--- src/rtl/b64d_pkg.sv ---
`timescale 1ns / 1ps
`default_nettype none

package b64d_pkg;

  // result kinds
  localparam logic [1:0] KIND_DATA = 2'd0;
  localparam logic [1:0] KIND_OK   = 2'd1;
  localparam logic [1:0] KIND_ERR  = 2'd2;

  localparam int MaxResults = 4;
  localparam int CountW     = $clog2(MaxResults + 1);
  localparam int SlotW      = $clog2(MaxResults);

  // sextet codes beyond the alphabet
  localparam logic [6:0] SYM_PAD = 7'h40;
  localparam logic [6:0] SYM_BAD = 7'h7F;

  localparam logic [7:0] CH_SPACE = 8'h20;
  localparam logic [7:0] CH_LF    = 8'h0A;
  localparam logic [7:0] CH_CR    = 8'h0D;
  localparam logic [7:0] CH_PAD   = 8'h3D;
  localparam logic [7:0] CH_PLUS  = 8'h2B;
  localparam logic [7:0] CH_SLASH = 8'h2F;

  typedef struct packed {
    logic [CountW-1:0]               count;
    logic [MaxResults-1:0][1:0]      kind;
    logic [MaxResults-1:0][7:0]      data;
  } bundle_t;

  function automatic logic [6:0] sextet_of(input logic [7:0] c);
    logic [6:0] v;
    v = SYM_BAD;
    if (c >= 8'h41 && c <= 8'h5A) begin
      v = 7'(c - 8'h41);
    end else if (c >= 8'h61 && c <= 8'h7A) begin
      v = 7'(c - 8'h61 + 8'd26);
    end else if (c >= 8'h30 && c <= 8'h39) begin
      v = 7'(c - 8'h30 + 8'd52);
    end else if (c == CH_PLUS) begin
      v = 7'h3E;
    end else if (c == CH_SLASH) begin
      v = 7'h3F;
    end else if (c == CH_PAD) begin
      v = SYM_PAD;
    end
    return v;
  endfunction

endpackage

`default_nettype wire

--- src/rtl/b64d_decode.sv ---
`timescale 1ns / 1ps
`default_nettype none

module b64d_decode (
  input  wire logic             clk,
  input  wire logic             rst,
  input  wire logic             accept,
  input  wire logic [7:0]       in_char,
  input  wire logic             is_last,
  output b64d_pkg::bundle_t     bundle
);

  logic [1:0]  group_position, group_position_next;
  logic [17:0] sextet_accumulator, sextet_accumulator_next;
  logic [1:0]  pad_count, pad_count_next;
  logic        space_pending, space_pending_next;
  logic        cr_pending, cr_pending_next;
  logic        error_seen, error_seen_next;

  always_comb begin
    logic [6:0]  v;
    logic [23:0] x;
    logic [1:0]  nbytes;
    logic        emit;

    group_position_next     = group_position;
    sextet_accumulator_next = sextet_accumulator;
    pad_count_next          = pad_count;
    space_pending_next      = space_pending;
    cr_pending_next         = cr_pending;
    error_seen_next         = error_seen;
    bundle                  = '0;
    v      = b64d_pkg::sextet_of(in_char);
    x      = {sextet_accumulator, v[5:0]};
    nbytes = 2'd0;
    emit   = 1'b0;

    if (!error_seen) begin
      if (cr_pending) begin
        cr_pending_next = 1'b0;
        if (in_char == b64d_pkg::CH_LF) begin
          space_pending_next = 1'b0;
        end else begin
          error_seen_next = 1'b1;
        end
      end else if (in_char == b64d_pkg::CH_SPACE) begin
        space_pending_next = 1'b1;
      end else if (in_char == b64d_pkg::CH_LF) begin
        space_pending_next = 1'b0;
      end else if (in_char == b64d_pkg::CH_CR) begin
        cr_pending_next    = 1'b1;
        space_pending_next = 1'b0;
      end else if (space_pending) begin
        error_seen_next = 1'b1;
      end else if (v == b64d_pkg::SYM_PAD && pad_count >= 2'd2) begin
        error_seen_next = 1'b1;
      end else if (v == b64d_pkg::SYM_BAD) begin
        error_seen_next = 1'b1;
      end else if (v != b64d_pkg::SYM_PAD && pad_count != 2'd0) begin
        error_seen_next = 1'b1;
      end else begin
        // pad counts as sextet zero
        if (v == b64d_pkg::SYM_PAD) begin
          pad_count_next = pad_count + 2'd1;
        end
        if (group_position != 2'd3) begin
          sextet_accumulator_next = {sextet_accumulator[11:0], v[5:0]};
          group_position_next     = group_position + 2'd1;
        end else begin
          sextet_accumulator_next = '0;
          group_position_next     = 2'd0;
          emit                    = 1'b1;
          nbytes                  = 2'd3 - pad_count_next;
        end
      end
    end

    if (emit) begin
      bundle.count   = b64d_pkg::CountW'(nbytes);
      bundle.kind[0] = b64d_pkg::KIND_DATA;
      bundle.kind[1] = b64d_pkg::KIND_DATA;
      bundle.kind[2] = b64d_pkg::KIND_DATA;
      bundle.data[0] = x[23:16];
      bundle.data[1] = x[15:8];
      bundle.data[2] = x[7:0];
    end

    if (is_last) begin
      // end status goes right after the bytes
      bundle.kind[nbytes] = (error_seen_next || cr_pending_next) ?
                            b64d_pkg::KIND_ERR : b64d_pkg::KIND_OK;
      bundle.data[nbytes] = 8'h00;
      bundle.count        = b64d_pkg::CountW'(nbytes) + b64d_pkg::CountW'(1);
      group_position_next     = '0;
      sextet_accumulator_next = '0;
      pad_count_next          = '0;
      space_pending_next      = 1'b0;
      cr_pending_next         = 1'b0;
      error_seen_next         = 1'b0;
    end
  end

  always_ff @(posedge clk) begin
    if (rst) begin
      group_position     <= '0;
      sextet_accumulator <= '0;
      pad_count          <= '0;
      space_pending      <= 1'b0;
      cr_pending         <= 1'b0;
      error_seen         <= 1'b0;
    end else if (accept) begin
      group_position     <= group_position_next;
      sextet_accumulator <= sextet_accumulator_next;
      pad_count          <= pad_count_next;
      space_pending      <= space_pending_next;
      cr_pending         <= cr_pending_next;
      error_seen         <= error_seen_next;
    end
  end

  a_pad_range: assert property (@(posedge clk) disable iff (rst)
    pad_count != 2'd3)
    else $error("pad count out of range");

  a_group_empty_after_pad_reset: assert property (@(posedge clk) disable iff (rst)
    accept && is_last |=> group_position == 2'd0 && pad_count == 2'd0 && !error_seen)
    else $error("state not cleared after end of message");

endmodule

`default_nettype wire

--- src/rtl/b64d_serializer.sv ---
`timescale 1ns / 1ps
`default_nettype none

module b64d_serializer (
  input  wire logic              clk,
  input  wire logic              rst,
  input  wire logic              load,
  input  wire b64d_pkg::bundle_t bundle_in,
  output logic                   free,
  output logic                   out_valid,
  input  wire logic              out_stall,
  output logic [1:0]             kind,
  output logic [7:0]             data_byte,
  output logic                   last_of_run
);

  b64d_pkg::bundle_t              bundle;
  b64d_pkg::bundle_t              spare;
  logic                           bval;
  logic                           sval;
  logic [b64d_pkg::SlotW-1:0]     idx;
  logic                           take;
  logic                           at_last;
  logic                           advance;

  assign at_last     = b64d_pkg::CountW'(idx) == (bundle.count - b64d_pkg::CountW'(1));
  assign take        = bval && !out_stall;
  assign advance     = !bval || (take && at_last);
  // a new request may come in as long as the spare bundle is empty
  assign free        = !sval;
  assign out_valid   = bval;
  assign kind        = bundle.kind[idx];
  assign data_byte   = bundle.data[idx];
  assign last_of_run = at_last;

  always_ff @(posedge clk) begin
    if (rst) begin
      bval <= 1'b0;
      sval <= 1'b0;
      idx  <= '0;
    end else if (advance) begin
      // refill from the spare first, else straight from the decoder
      bval <= sval || load;
      sval <= 1'b0;
      idx  <= '0;
    end else begin
      if (take) begin
        idx <= idx + b64d_pkg::SlotW'(1);
      end
      if (load) begin
        sval <= 1'b1;
      end
    end
  end

  always_ff @(posedge clk) begin
    if (advance && (sval || load)) begin
      bundle <= sval ? spare : bundle_in;
    end
    if (load && !advance) begin
      spare <= bundle_in;
    end
  end

  a_nonempty: assert property (@(posedge clk) disable iff (rst)
    bval |-> bundle.count != '0)
    else $error("held bundle is empty");

  a_no_overwrite: assert property (@(posedge clk) disable iff (rst)
    load |-> !sval)
    else $error("bundle loaded over pending results");

  a_spare_behind_active: assert property (@(posedge clk) disable iff (rst)
    sval |-> bval)
    else $error("spare bundle held with no active bundle");

  a_status_closes_run: assert property (@(posedge clk) disable iff (rst)
    bval && kind != b64d_pkg::KIND_DATA |-> last_of_run)
    else $error("end status is not the final result of its request");

endmodule

`default_nettype wire

--- src/rtl/base64_stream_decoder_top.sv ---
`timescale 1ns / 1ps
`default_nettype none

// Streaming Base64 decoder, one ASCII character per request. Each character
// is decoded in the cycle it is taken and its results (up to three bytes,
// then an end status on the character marked is_last) go to a result
// register that hands out one result per cycle while the output is not stalled, the first in
// the cycle after the request when the output is idle. A spare register holds the results of
// the next character that gives any while the current set drains, so the
// input stalls only while that spare is full; it reopens the cycle after the
// last result of the current set is taken. A steady stream of groups runs at
// one character per cycle, since four characters give at most three bytes;
// output stalls or closely spaced end statuses can fill the spare and stall
// the input. Line breaks and trailing spaces are skipped, and after an error
// no bytes go out until the end status.
module base64_stream_decoder_top (
  input  wire logic       clk,
  input  wire logic       rst,
  input  wire logic       in_valid,
  output logic            in_stall,
  input  wire logic [7:0] in_char,
  input  wire logic       is_last,
  output logic            out_valid,
  input  wire logic       out_stall,
  output logic [1:0]      kind,
  output logic [7:0]      data_byte,
  output logic            last_of_run
);

  b64d_pkg::bundle_t bundle;
  logic              free;
  logic              accept;
  logic              load;

  assign in_stall = !free;
  assign accept   = in_valid && free;
  assign load     = accept && bundle.count != '0;

  b64d_decode u_decode (
    .clk     (clk),
    .rst     (rst),
    .accept  (accept),
    .in_char (in_char),
    .is_last (is_last),
    .bundle  (bundle)
  );

  b64d_serializer u_serializer (
    .clk         (clk),
    .rst         (rst),
    .load        (load),
    .bundle_in   (bundle),
    .free        (free),
    .out_valid   (out_valid),
    .out_stall   (out_stall),
    .kind        (kind),
    .data_byte   (data_byte),
    .last_of_run (last_of_run)
  );

endmodule

`default_nettype wire
--- config.mk ---
export PLATFORM = sky130hd
export DESIGN_NAME = base64_stream_decoder_top
export DESIGN_NICKNAME = d
export VERILOG_FILES = /design/src/rtl/b64d_pkg.sv /design/src/rtl/b64d_decode.sv /design/src/rtl/b64d_serializer.sv /design/src/rtl/base64_stream_decoder_top.sv
export SDC_FILE = /design/constraint.sdc
export NUM_CORES = 1
export LEC_CHECK = 0
export ABC_AREA = 1
export BUFFER_PORTS_ARGS = -buffer_cell sky130_fd_sc_hd__buf_2
export CORE_ASPECT_RATIO = 0.9
export CORE_UTILIZATION = 40
export CTS_BUF_LIST = sky130_fd_sc_hd__clkbuf_2
export DETAILED_ROUTE_END_ITERATION = 10
export SYNTH_ARGS = -nofsm -noshare
export SYNTH_HDL_FRONTEND = slang
export SYNTH_SLANG_ARGS = --single-unit
--- constraint.sdc ---
create_clock -name clk -period 5 [get_ports clk]
set_input_delay 1 -clock clk [delete_from_list [all_inputs] [get_ports clk]]
set_output_delay 1 -clock clk [all_outputs]
set_load 0.005 [all_outputs]
# Word-level counts from Yosys, hierarchy flattened
# Cells that the tools add are included.
dict set report word_totals {
  register_bits 115
  latch_bits 0
  ramBits 0
  rom_bits 0
  in_bits 13
  out_inout_bits 13
  wordCells 202
  memories 0
}
dict set report op_classes {
  n_addsub 11
  mul 0
  div_mod_pow 0
  magnitude_cmp 10
  n_eq_ne 21
  shifts 0
  mux 105
  bitwise_logic 3
  reduce_logical 25
}
# op count
set ops {}
lappend ops {{$mux 18} 11}
lappend ops {{$mux 2} 45}
lappend ops {{$mux 43} 2}
lappend ops {{$mux 7} 5}
lappend ops {{$mux 1} 34}
lappend ops {{$and 24x32->32} 1}
lappend ops {{$eq 8x6->1 const B} 4}
lappend ops {{$not 32->32} 1}
lappend ops {{$mux 24} 1}
lappend ops {{$ne 2x2->1 const B} 10}
lappend ops {{$bmux 8 s2} 1}
lappend ops {{$demux 8 s2} 1}
lappend ops {{$eq 8x4->1 const B} 2}
lappend ops {{$ge 8x7->1 const B} 2}
lappend ops {{$le 8x7->1 const B} 2}
lappend ops {{$mux 8} 2}
lappend ops {{$eq 7x7->1 const B} 2}
lappend ops {{$sub 7x7->7 const B} 2}
lappend ops {{$logic_and 1x1->1} 12}
lappend ops {{$reduce_and 10->1} 1}
lappend ops {{$and 8x8->8} 1}
lappend ops {{$ge 8x6->1 const B} 1}
lappend ops {{$le 8x6->1 const B} 1}
lappend ops {{$add 7x5->7 const B} 1}
lappend ops {{other kinds (22)} 30}

# Longest topological paths before layout
# Gate-level depths: netlist (run 1).
dict set report depth {
  word_depth 40
  ltp_mapped 27
}

# By module
# Synthesis (run 1) repeated with hierarchy kept, for this count alone.
dict set report unflattened {
  cells_unflattened 782
  area_unflattened_um2 6288.5
}
# module instances cells_each area_per_inst_um2 seq_area_each_um2
set by_module_without_submodules {}
lappend by_module_without_submodules {b64d_serializer 1 318 3627.2 2662.6}
lappend by_module_without_submodules {b64d_decode 1 458 2633.8 500.5}
lappend by_module_without_submodules {base64_stream_decoder_top 1 6 27.5 0.0}

# Worst setup path after synthesis (run 1)
# OpenSTA, ideal clock, no wires.
dict set report synth_path {
  path_type {input -> register}
  startpoint {in in_char[2]}
  endpoint {reg u_serializer.bundle[0] in the netlist's numbering, enable pin}
  setup_time_ps 437
  t_arrival_ps 5004
  path_slack_ps -441
  stages 21
  n_path_buf 2
  path_cell_list {buf_6 > inv_1 > ha_1 > nand2_1 > nor2_2 > a21oi_1 > nand3b_1 > nand3_2 > nand2_2 > nor2_2 > nand2_2 > nand2_2 > nand3_4 > nor2_8 > buf_8 > nand2_2 > ha_1 > nand2_1 > nand3_1 > o21bai_2 > a21boi_1}
}
dict set report synth_via {
  elab_chain_cells 35
  word_cells_on_any_way 68
}
# item line_no
set synth_lines {}
lappend synth_lines {{start: declaration} base64_stream_decoder_top.sv:21} ;# input wire logic [7:0] in_char,
lappend synth_lines {{parallel branches: the longest is 30 deep, another holds $sub 7x6->7} -}
lappend synth_lines {{$mux 43 (*)} b64d_decode.sv:88} ;# if (is_last) begin
lappend synth_lines {{$reduce_bool 3->1 (*)} base64_stream_decoder_top.sv:37} ;# assign load = accept && bundle.count != '0;
lappend synth_lines {{$logic_and 1x1->1 (*)} base64_stream_decoder_top.sv:37}
lappend synth_lines {{$logic_or 1x1->1 (*)} b64d_serializer.sv:57} ;# if (advance && (sval || load)) begin
lappend synth_lines {{$logic_and 1x1->1 (*)} b64d_serializer.sv:57}
lappend synth_lines {{end signal: assignment} b64d_serializer.sv:58} ;# bundle <= sval ? spare : bundle_in;
lappend synth_lines {{end: declaration} b64d_serializer.sv:17} ;# b64d_pkg::bundle_t bundle;
# Every way passes the cells marked *. The select of a mux whose other input is x is not followed.
# A chain may end at the register's enable or synchronous reset.

# Worst setup path after layout (run 1)
dict set report layout_path {
  startpoint {in in_char[0]}
  endpoint {reg u_serializer.spare[32] in the netlist's numbering, enable pin}
}
dict set report layout_via {
  elab_chain_cells 34
  word_cells_on_any_way 67
}
# item line_no
set layout_lines {}
lappend layout_lines {{parallel branches: the longest is 30 deep, another holds $sub 7x6->7} -}
lappend layout_lines {{$mux 43 (*)} b64d_decode.sv:88}
lappend layout_lines {{$reduce_bool 3->1 (*)} base64_stream_decoder_top.sv:37}
lappend layout_lines {{$logic_and 1x1->1 (*)} base64_stream_decoder_top.sv:37}
lappend layout_lines {{$logic_and 1x1->1 (*)} b64d_serializer.sv:60} ;# if (load && !advance) begin
lappend layout_lines {{end signal: assignment} b64d_serializer.sv:61} ;# spare <= bundle_in;
lappend layout_lines {{end: declaration} b64d_serializer.sv:18} ;# b64d_pkg::bundle_t spare;
# Marks and branches as above.

==> results of run 1 <==
[layout by cell type (no fill, tap or decap), types with 12 or more instances in the layout]
cell type	Yosys	final
buf_2	4	25
edfxtp_1	70	70
dfxtp_1	29	29
o21ai_0	34	34
ha_1	15	15
nor2_1	44	43
nand3_1	54	54
nor3_1	12	12
inv_1	77	77
nand2_1	149	149
a21oi_1	36	36
[where the power goes]
part | internal [W] | switching (W) | leakage, nW | total (W)
clock network | 0.000119 | 0.000258 | 0.0737 | 0.000377
logic | 0.0000749 | 0.000147 | 1.59 | 0.000222
registers | 0.000914 | 0.0000163 | 0.933 | 0.000931
total | 0.00111 | 0.000422 | 2.60 | 0.00153
[flip-flops by register name, summed over array words and instances, names as in the netlist]
name,flops
u_serializer.out_valid,1
u_serializer.bundle,35
u_decode.pad_count,2
u_decode.space_pending,1
u_serializer.spare,35
u_decode.cr_pending,1
u_decode.error_seen,1
u_decode.group_position,2
u_serializer.idx,2
u_serializer.sval,1
u_decode.sextet_accumulator,18
[area by class of cell]
| type | instances | share of cell area |
|---|---|---|
| clock inverter | 5 | 0.00902 |
| inverter | 85 | 0.0552 |
| sequential | 99 | 0.461 |
| tap | 168 | 0.0361 |
| multi-input combinational | 430 | 0.397 |
| timing repair buffer | 32 | 0.0327 |
| clock buffer | 11 | 0.00945 |
[stage by stage]
step	setup slack [ns]	total power [W]	hold slack, ns	cell area, um2
6_report	0.915	0.00153	0.498	5820
5_1_grt	0.576	0.00160	0.521	5820
4_1_cts	0.969	0.00154	0.494	5820
3_5_place_dp	0.341	0.00117	0.465	5720
3_3_place_gp	0.403	0.00117	0.454	5720
2_1_floorplan	0.174	0.00111	0.444	5440
[cells by family (layout without fill, tap and decap cells)]
group                    after synthesis  after routing  share of synthesized area
AO/OA/AOI/OAI                         88             88                     0.0906
XOR/XNOR                               6              6                     0.0111
adder cells (fa/ha/maj)               15             15                     0.0346
buffers and inverters                109            133                     0.0836
flip-flops                            99             99                      0.494
multiplexers                           1              1                    0.00207
other                                  1              2                   0.000691
AND/OR/NAND/NOR                      318            318                      0.283
[per-layer routing]
layer | vias to the layer above | GRT usage
li1 | 2129 | -
met1 | 1941 | 0.235
met2 | 67 | 0.288
met3 | 10 | 0.0238
met4 | 0 | 0.0577
met5 | - | 0
[worst min path at each step]
stage                                               from                        endpoint
after floorplan               u_decode.group_position[1]      u_decode.group_position[1]
final                     u_decode.sextet_accumulator[1]  u_decode.sextet_accumulator[7]
after global routing      u_decode.sextet_accumulator[1]  u_decode.sextet_accumulator[7]
after global placement        u_decode.group_position[1]      u_decode.group_position[1]
after detailed placement      u_decode.group_position[1]      u_decode.group_position[1]
after CTS                     u_decode.group_position[1]      u_decode.group_position[1]
[tightest hold or removal path: stages, from the launching register on]
cell and delay, ns:
dfxtp_1 0.36, nand3b_1 0.07, a21oi_1 0.05
==> impl_results.md, run 1 <==
- Distinct cell type count after synthesis: 47
- Slew @ Worst Pin: a little under 0.8 ns
- R2r worst-path depth: 13
- Starting density of the core: 0.408
- Die Height: around 110 um
- Dpl hpwl: 8470 um
- Total track usage: 0.173
- Fin util: 0.437
- WHS Path Cells: 2
- Postcts setup bufs: 0
- Setup violators final: 0
- Fin crit share: 0.817
- Mean Syn Cell Area: 8.52 um2
- Non-Filler Instances: 830
- CTS sink cnt: 99
- Total CTS buffers: 9
- Port Buffers: 25
- CP Max Fanout: 23
- TNS Setup: 0 ns
- Highest metal layer with signal wires: met4
- Routed wire length: approximately 12,000 um
- Cell count after synthesis: between 600 and 700
- Cell taking the most area after synthesis: edfxtp_1
- Die area: about 14,000 um2
- Critical Path RT: approximately 5.3 ns
- Worst vdd ir: 0.000123 V
- Critical R2R Launch: u_decode.pad_count[0]
- Vias in the first global route: roughly 4k
- Die width: around 120 um
- Worst path arrival time: 4.33 ns
- Area growth syn-to-layout: 7.23%
- Min cycle time layout: about 4 ns
- Critical Path Slowest Stage Cell: a21oi_1
- Clock slew at reported path FFs: about 0.24 ns
- Share of layout cells above drive strength 1: 0.139
- Placed cell count: just over 800
- Violated checks: DRC
- TritonRoute pass-1 iters: 8
- Relative slew margins: 0.475
- RSZ-0062 raised after global routing: no
- Routed len/inst: around 14 um
- Nets@finish: approximately 700
- CTS tree: done
- Worst setup startpoint: in_char[0]
- EDFF count, synth: 70
- Synth async-reset ratio: 0
- End point of the critical path: u_serializer.spare[32]
- Power Dens Cells: around 260 nW/um2
- Largest net degree at the start of global routing: 49
- Ys flop type: edfxtp_1
- Ports: 26
- Yosys top cell area share: 0.387
- Core Area: ~13,000 um2
- Top cells by area, synth: edfxtp_1 39%, dfxtp_1 11%, nand2_1 10%, inv_1 5.3%, nand3_1 5.0%
- Crit path cell chain: buf_2 -> inv_1 -> ha_1 -> nand2_1 -> nor2_2 -> a21oi_1 -> nand3_1 -> nand3_1 -> nand2_1 -> nor2_2 -> nand2_2 -> nand2_2 -> nand3_4 -> nor2_8 -> nand2_2 -> ha_1 -> nand2_1 -> nand3_1 -> o21bai_2 -> nor2_2 -> buf_4
- Clock tree buffer depth: 2
- CP Launch Type: primary input
- Top Family by Delay on Critical Path: simple AND/OR/NAND/NOR gates
- Static leakage: 2.60 nW
- Worst skew pair latency: between 0.5 and 0.6 ns
- Crit end category: flop
- Seq cells post-synth: between 90 and 100
- Worst Hold Class: reg -> reg
- Synth Cell Area: roughly 5400 um2
- Final hold vios: 0
- Fmax: about 240 MHz
- Wire length on met1: roughly 5800 um
- Drt drc: 6
- R2R Path End: u_serializer.spare[32]
- Max-cap violations: 0
- # H-tree levels: 3
- Post-CTS sizing: 0
- Register area: around 2700 um2
- GR Overflow Total: 0
- Fillers: between 1k and 1.5k
- Gpl congestion: between 0.8 and 0.9
- Post-route ant nets: 0
- DR iter-0 viols: about 350
- Synth warn: 0
- Reg2reg setup slack: about 2.0 ns
- Synth top cells by count: 149 x nand2_1, 77 x inv_1, 70 x edfxtp_1, 54 x nand3_1, 44 x nor2_1
- Via/cell ratio: about 5
- Cell count along the critical path: 21
- # hold bufs at CTS: 0
- Detail Route met2 WL: between 5000 and 6000 um
- CTS Root Cell: clkbuf_2
- Post-synthesis sequential area ratio: 0.494
- First-pass GRT wire length: between 15,000 and 20,000 um
- Routed wl met3: 377 um
- Worst Skew: 0.0200 ns
- Sum of buffers and inverters on the critical path: 3
- Row count: 40
- Worst Path Class, Setup: in -> reg
- Slew Limit Fails: 0
- Status: finished, violations left
- Area of the multi-input gates: around 2300 um2
- Ant diodes: 0
- Vias: about 4.1k
- Crit-path max cell delay: ~0.36 ns
- Initial antenna violation count: 0
- Most common cell in the synthesized netlist: nand2_1
No activity file was read; power rests on OpenSTA's default activity.
==> run 2, diff against run 1 <==
Clock period 5 ns to 3.6 ns, I/O delays scaled along.
==> run 2 against run 1 <==
Count of clock-buffer cells in the layout stayed put. Clock skew up 0.0089 ns. Die area unchanged. Sequential share of layout area fell by 3.6 points. Sequential power grew 39%. Final cell count grew 4.9%. Power is 43% higher. Critical endpoint is now u_serializer.bundle[20]. First-iteration DRC count fell by 9.9%. Highest routed layer is now met5. Largest power group unchanged. The flow still finishes with violations (DRC). Clock power increased by 44%. Combinational power increased by 60%. Setup slack got worse by 0.50 ns. Non-clock buffer count up 41.
==> impl_results.md, run 2 (same netlist as run 1, synthesis figures left out) <==
- Max-cap violations: 0 (unchanged)
- Die Height: 113 um (unchanged)
- Row count: 40 (unchanged)
- Routed len/inst: 13.8 um (-0.94%)
- TritonRoute pass-1 iters: 8 (unchanged)
- Final hold vios: 0 (unchanged)
- Worst Hold Class: in -> reg
- Fillers: 1,289 (-5.0%)
- CTS tree: done
- Die width: 125 um (unchanged)
- Worst path arrival time: 3.47 ns (-0.86 ns)
- Die area: 14,000 um2 (unchanged)
- Share of layout cells above drive strength 1: 0.218 (+0.0787)
- Commonest non-fill, non-tap cells in the layout: 144 x nand2_1, 74 x inv_1, 70 x edfxtp_1
- Total CTS buffers: 9 (unchanged)
- # hold bufs at CTS: 0 (unchanged)
- Dpl hpwl: 8930 um (+5.4%)
- Worst Path Class, Setup: in -> reg
- TNS Setup: 0 ns (unchanged)
- Largest net degree at the start of global routing: 49 (unchanged)
- GR Overflow Total: 0 (unchanged)
- Clock tree buffer depth: 2 (unchanged)
- Clock slew at reported path FFs: 0.25 ns (about the same)
- Vias in the first global route: 4,052 (+1.3%)
- Non-Filler Instances: 871 (+4.9%)
- Ports: 26 (unchanged)
- Violated checks: DRC
- Wire length on met1: 5940 um (+3.3%)
- Postcts setup bufs: 0 (unchanged)
- Final Total Pwr: 0.00219 W (+43%)
- Placed cell count: 855 (+5.0%)
- Crit end category: flop
- Worst vdd ir: 0.000173 V (+41%)
- Fmax: between 300 and 400 MHz
- Gpl congestion: 0.928 (+9.9%)
- # H-tree levels: 3 (unchanged)
- Slew Limit Fails: 0 (unchanged)
- Drt drc: 7 (+1)
- Worst skew pair latency: 0.57 ns (+0.02 ns)
- Design area: 6320 um2 (+8.6%)
- Total track usage: 0.180 (+0.00623)
- Vias: 4,333 (+4.5%)
- Setup violators final: 0 (unchanged)
- Initial antenna violation count: 1 (+1)
- Area growth syn-to-layout: 16.5%
- Routed wl met3: 402 um (+6.6%)
- RSZ-0062 raised after global routing: no
- WHS Path Cells: 4 (+2)
- Routed wire length: 12,000 um (+4.0%)
- Worst slack, placed: -0.193 ns (-0.535 ns)
- Power Dens Cells: 346 nW/um2 (+32%)
- First-pass GRT wire length: 20,000 um (+2.2%)
- Cell area after placement: 6210 um2 (+8.6%)
- Static leakage: 2.83 nW (+8.9%)
- Port Buffers: 25 (unchanged)
- Min cycle time layout: roughly 3.2 ns
- Ant diodes: 0 (unchanged)
- Critical Path RT: 3.88 ns (-1.37 ns)
- Top Registers: u_serializer.bundle (35), u_serializer.spare (35), u_decode.sextet_accumulator (18)
- Core Area: 13,300 um2 (unchanged)
- CP Launch Type: primary input
- Fin crit share: 0.886
- CTS Root Cell: clkbuf_2
- Most common cell after layout, fill and taps aside: nand2_1
- Post-CTS sizing: 0 (unchanged)
- Starting density of the core: 0.408 (unchanged)
- DR iter-0 viols: 318 (-9.9%)
- Status: finished, violations left
- Highest metal layer with signal wires: met5
- CP Max Fanout: 35 (+52%)
- Relative slew margins: 0.581 (+0.106)
- Worst Setup Slack, final: 0.410 ns (-0.505 ns)
- Detail Route met2 WL: 5510 um (+3.5%)
- CTS sink cnt: 99 (unchanged)
- Nets@finish: 726 (+6.0%)
- Slew @ Worst Pin: 0.628 ns (-0.160 ns)
- R2r worst-path depth: 13 (unchanged)
- Via/cell ratio: 4.97 (-0.43%)
- Worst Skew: 0.0289 ns (+0.00891 ns)
- Post-route ant nets: 0 (unchanged)
==> run 2: changes by cell type in the layout (fill, tap and decap cells not counted), sizes merged <==
| cell | before | now |
|---|---|---|
| buf | 32 | 73 |
| inv | 82 | 80 |
| clkinvlp | 0 | 2 |
==> run 2: path summary, 6_finish.rpt <==
kind / startpoint / end / slack [ns]
worst min register to register: u_decode.sextet_accumulator[1] / u_decode.sextet_accumulator[7] / 0.50
worst min-delay path: out_stall / u_serializer.idx[0] / 0.48
worst max-delay path: in_char[0] / u_serializer.bundle[20] / 0.41
worst max register to register: u_decode.pad_count[0] / u_serializer.bundle[20] / 0.92
==> run 2: through the flow <==
step                      utilization  hold slack [ns]
after floorplan                     -            0.444
after global placement          0.466            0.454
after detailed placement        0.466            0.476
after CTS                       0.475            0.439
after global routing            0.475            0.456
final                           0.475            0.481
==> run 2: worst max-delay path: stages <==
cell and delay (ns):
buf_2 0.16, clkinvlp_4 0.13, ha_4 0.18, nand2_2 0.08, nor2_4 0.05, a21oi_2 0.25, nand3_1 0.11, nand3_1 0.13
nand2_1 0.08, nor2_2 0.11, nand2_2 0.08, nand2_2 0.09, nand3_4 0.10, nor2_8 0.16, nand2_4 0.08, ha_4 0.27
nand2_2 0.06, nand3_2 0.10, o21bai_4 0.10, a21boi_4 0.18, buf_12 0.22
==> run 2: cell type report <==
class / count / area, um2 / share of cell area
flip-flops and latches: 99 / 2680 / 0.424
multi-input cells: 430 / 2440 / 0.386
repair buffers: 73 / 536 / 0.0847
inverters: 85 / 337 / 0.0532
well taps: 168 / 210 / 0.0332
clock inverters: 5 / 61.3 / 0.00970
clock buffers: 11 / 55.1 / 0.00871
==> run 2: routing by layer <==
metal / GRT usage / vias to the layer above
met5: 0 / -
met4: 0.0528 / 2
met3: 0.0319 / 18
met2: 0.298 / 68
met1: 0.241 / 2025
li1: - / 2220
==> run 2: power breakdown <==
| group | switching (W) | total, W | internal [W] |
|---|---|---|---|
| clock | 0.000372 | 0.000542 | 0.000170 |
| combinational | 0.000219 | 0.000356 | 0.000137 |
| sequential | 0.0000223 | 0.00129 | 0.00127 |
==> run 3, diff against run 2 <==
Settings changed: CORE_MARGIN from default to 5.
==> run 3 against run 2 <==
Highest routed layer unchanged. Die area rose by 14%. Setup slack better by 0.020 ns. Worst hold slack better by 0.013 ns. Clock skew increased by 0.0049 ns. Sequential share of layout area decreased by 0.56 points. Critical path depth did not move. Register-to-register slack lost 0.02 ns. Count of clock-buffer cells in the layout shrank 2. Clock power up 4.8%. Maximum frequency rose by 0.62%. Wire length grew 1.4%. The flow now finishes without violations. Via count shrank 0.62%.
==> impl_results.md, run 3 (same netlist as run 1, synthesis figures left out) <==
- Routed len/inst: 13.8 um (+0.28%)
- Worst skew pair latency: 0.57 ns (about the same)
- Relative slew margins: 0.585 (+0.00365)
- Largest net degree at the start of global routing: 49 (unchanged)
- Register area: 2680 um2 (unchanged)
- GR Overflow Total: 0 (unchanged)
- # hold bufs at CTS: 0 (unchanged)
- Hold path start: u_decode.group_position[1]
- Worst slack, placed: -0.186 ns (+0.00712 ns)
- Clock slew at reported path FFs: 0.27 ns (+0.02 ns)
- R2R Path End: u_serializer.bundle[39]
- Postcts setup bufs: 0 (unchanged)
- Worst Skew: 0.0338 ns (+0.00493 ns)
- Worst Path Class, Setup: in -> reg
- CTS tree: done
- Combinational cell fraction of total power: 0.164 (about the same)
- Power Dens Cells: 347 nW/um2 (+0.16%)
- Vias in the first global route: 4,177 (+3.1%)
- Placed cell count: 864 (+1.1%)
- Slew @ Worst Pin: 0.622 ns (-0.00547 ns)
- CTS sink cnt: 99 (unchanged)
- Clk pwr share: 0.255 (+0.008)
- Clock tree buffer depth: 2 (unchanged)
- Design area: 6410 um2 (+1.3%)
- Total CTS buffers: 9 (unchanged)
- Routed wire length: 12,200 um (+1.4%)
- DR iter-0 viols: 305 (-4.1%)
- Starting density of the core: 0.408 (unchanged)
- Die area: 16,000 um2 (+14%)
- Worst path arrival time: 3.46 ns (about the same)
- CP Max Fanout: 26 (-26%)
- Gpl congestion: 0.853 (-8.0%)
- CTS Root Cell: clkbuf_2
- Crit end category: flop
- Core Area: 13,300 um2 (unchanged)
- TritonRoute pass-1 iters: 5 (-3)
- Final hold vios: 0 (unchanged)
- Min cycle time layout: 3.17 ns (-0.0196 ns)
- Fillers: 1,280 (-0.70%)
- First-pass GRT wire length: 20,500 um (+2.7%)
- Worst Hold Class: reg -> reg
- Status: completed
- Net Sw Frac: 0.287 (+0.00749)
- Die width: 133 um (+6.4%)
- Commonest non-fill, non-tap cells in the layout: 144 x nand2_1, 74 x inv_1, 70 x edfxtp_1
- Most common cell after layout, fill and taps aside: nand2_1
- Area growth syn-to-layout: 18.0%
- Switch Pwr: 0.000639 W (+4.2%)
- RSZ-0062 raised after global routing: no
- CP Launch Type: primary input
- Fmax: 315 MHz (+0.62%)
- Nets@finish: 735 (+1.2%)
- Max-cap violations: 0 (unchanged)
- Static leakage: 2.87 nW (+1.2%)
- Drt drc: 0 (-7)
- Critical Path RT: 3.89 ns (about the same)
- Top Registers: u_serializer.bundle (35), u_serializer.spare (35), u_decode.sextet_accumulator (18)
- WHS Path Cells: 2 (-2)
- Total track usage: 0.157 (-0.0231)
- Fin crit share: 0.881 (-0.00543)
- R2r worst-path depth: 13 (unchanged)
- Worst Setup Slack, final: 0.429 ns (+0.0196 ns)
- Vias: 4,306 (-0.62%)
- Cell area after placement: 6270 um2 (+1.1%)
- Non-Filler Instances: 881 (+1.1%)
- Reg2reg setup slack: 0.90 ns (-0.02 ns)
- Setup violators final: 0 (unchanged)
- Critical R2R Launch: u_decode.pad_count[0]
- Worst Hold Endpoint: u_decode.group_position[1]
- Slew Limit Fails: 0 (unchanged)
- Die Height: 121 um (+7.1%)
- Flop pwr share: 0.581 (-0.009)
- Worst vdd ir: 0.000167 V (-3.6%)
- Ports: 26 (unchanged)
- Post-route ant nets: 0 (unchanged)
- Initial antenna violation count: 1 (unchanged)
- Port Buffers: 25 (unchanged)
- Row count: 40 (unchanged)
- Area of the multi-input gates: 2440 um2 (unchanged)
- Dpl hpwl: 9340 um (+4.6%)
- Post-CTS sizing: 0 (unchanged)
- Via/cell ratio: 4.89 (-1.8%)
- # H-tree levels: 3 (unchanged)
- Share of layout cells above drive strength 1: 0.228 (+0.00989)
- P_int: 0.00159 W (+0.46%)
## run 3: cell type report
class                   count  share of cell area
diodes                      1            0.000390
repair buffers             82              0.0941
well taps                 168              0.0328
clock inverters             7              0.0135
multi-input cells         430               0.381
inverters                  85              0.0525
flip-flops and latches     99               0.419
clock buffers               9             0.00703
## run 3: worst max path at each step
stage	start	to	slack (ns)	cells after the start
floorplan	in_char[1]	u_serializer.bundle[0]	-0.40	20
global placement	in_char[0]	u_serializer.bundle[35]	-0.12	21
CTS	in_char[0]	u_serializer.bundle[35]	0.46	21
global route	in_char[0]	u_serializer.bundle[39]	0.30	22
finish	in_char[0]	u_serializer.bundle[39]	0.43	21
detailed placement	in_char[0]	u_serializer.bundle[1]	-0.19	21
## run 3: power by group through the flow
stage,clock [W],sequential [W],combinational [W]
floorplan,0,0.00131,0.000243
finish,0.000568,0.00129,0.000364
global route,0.000632,0.00130,0.000408
detailed placement,0,0.00132,0.000367
global placement,0,0.00132,0.000360
CTS,0.000583,0.00129,0.000369
## run 3: layer usage
| metal | GRT usage | part of all wire | up-vias |
|---|---|---|---|
| met5 | 0 | 0.0011 | - |
| met4 | 0.0409 | 0.012 | 2 |
| met3 | 0.0316 | 0.044 | 13 |
| met2 | 0.255 | 0.47 | 78 |
| met1 | 0.213 | 0.48 | 1974 |
| li1 | - | - | 2239 |
## run 3: through the flow
stage          hold slack (ns)  power (W)  setup TNS (ns)  utilization
2_1_floorplan            0.444    0.00155          -24.13            -
3_3_place_gp             0.454    0.00168           -6.45        0.471
3_5_place_dp             0.465    0.00168          -11.27        0.471
4_1_cts                  0.464    0.00224               0        0.481
5_1_grt                  0.473    0.00234               0        0.481
6_report                 0.494    0.00222               0        0.481
## run 3: critical path, cell delays in order
cell and delay [ns]:
buf_2 0.17, clkinvlp_4 0.14, ha_4 0.18, nand2_2 0.08
nor2_4 0.06, a21oi_2 0.23, nand3_1 0.15, nand3_2 0.11
nand2_1 0.06, nor2_2 0.11, nand2_2 0.08, nand2_2 0.09
nand3_4 0.10, nor2_8 0.16, nand2_4 0.08, ha_4 0.27
nand2_2 0.06, nand3_2 0.10, o21bai_4 0.10, a21boi_4 0.20
buf_12 0.20
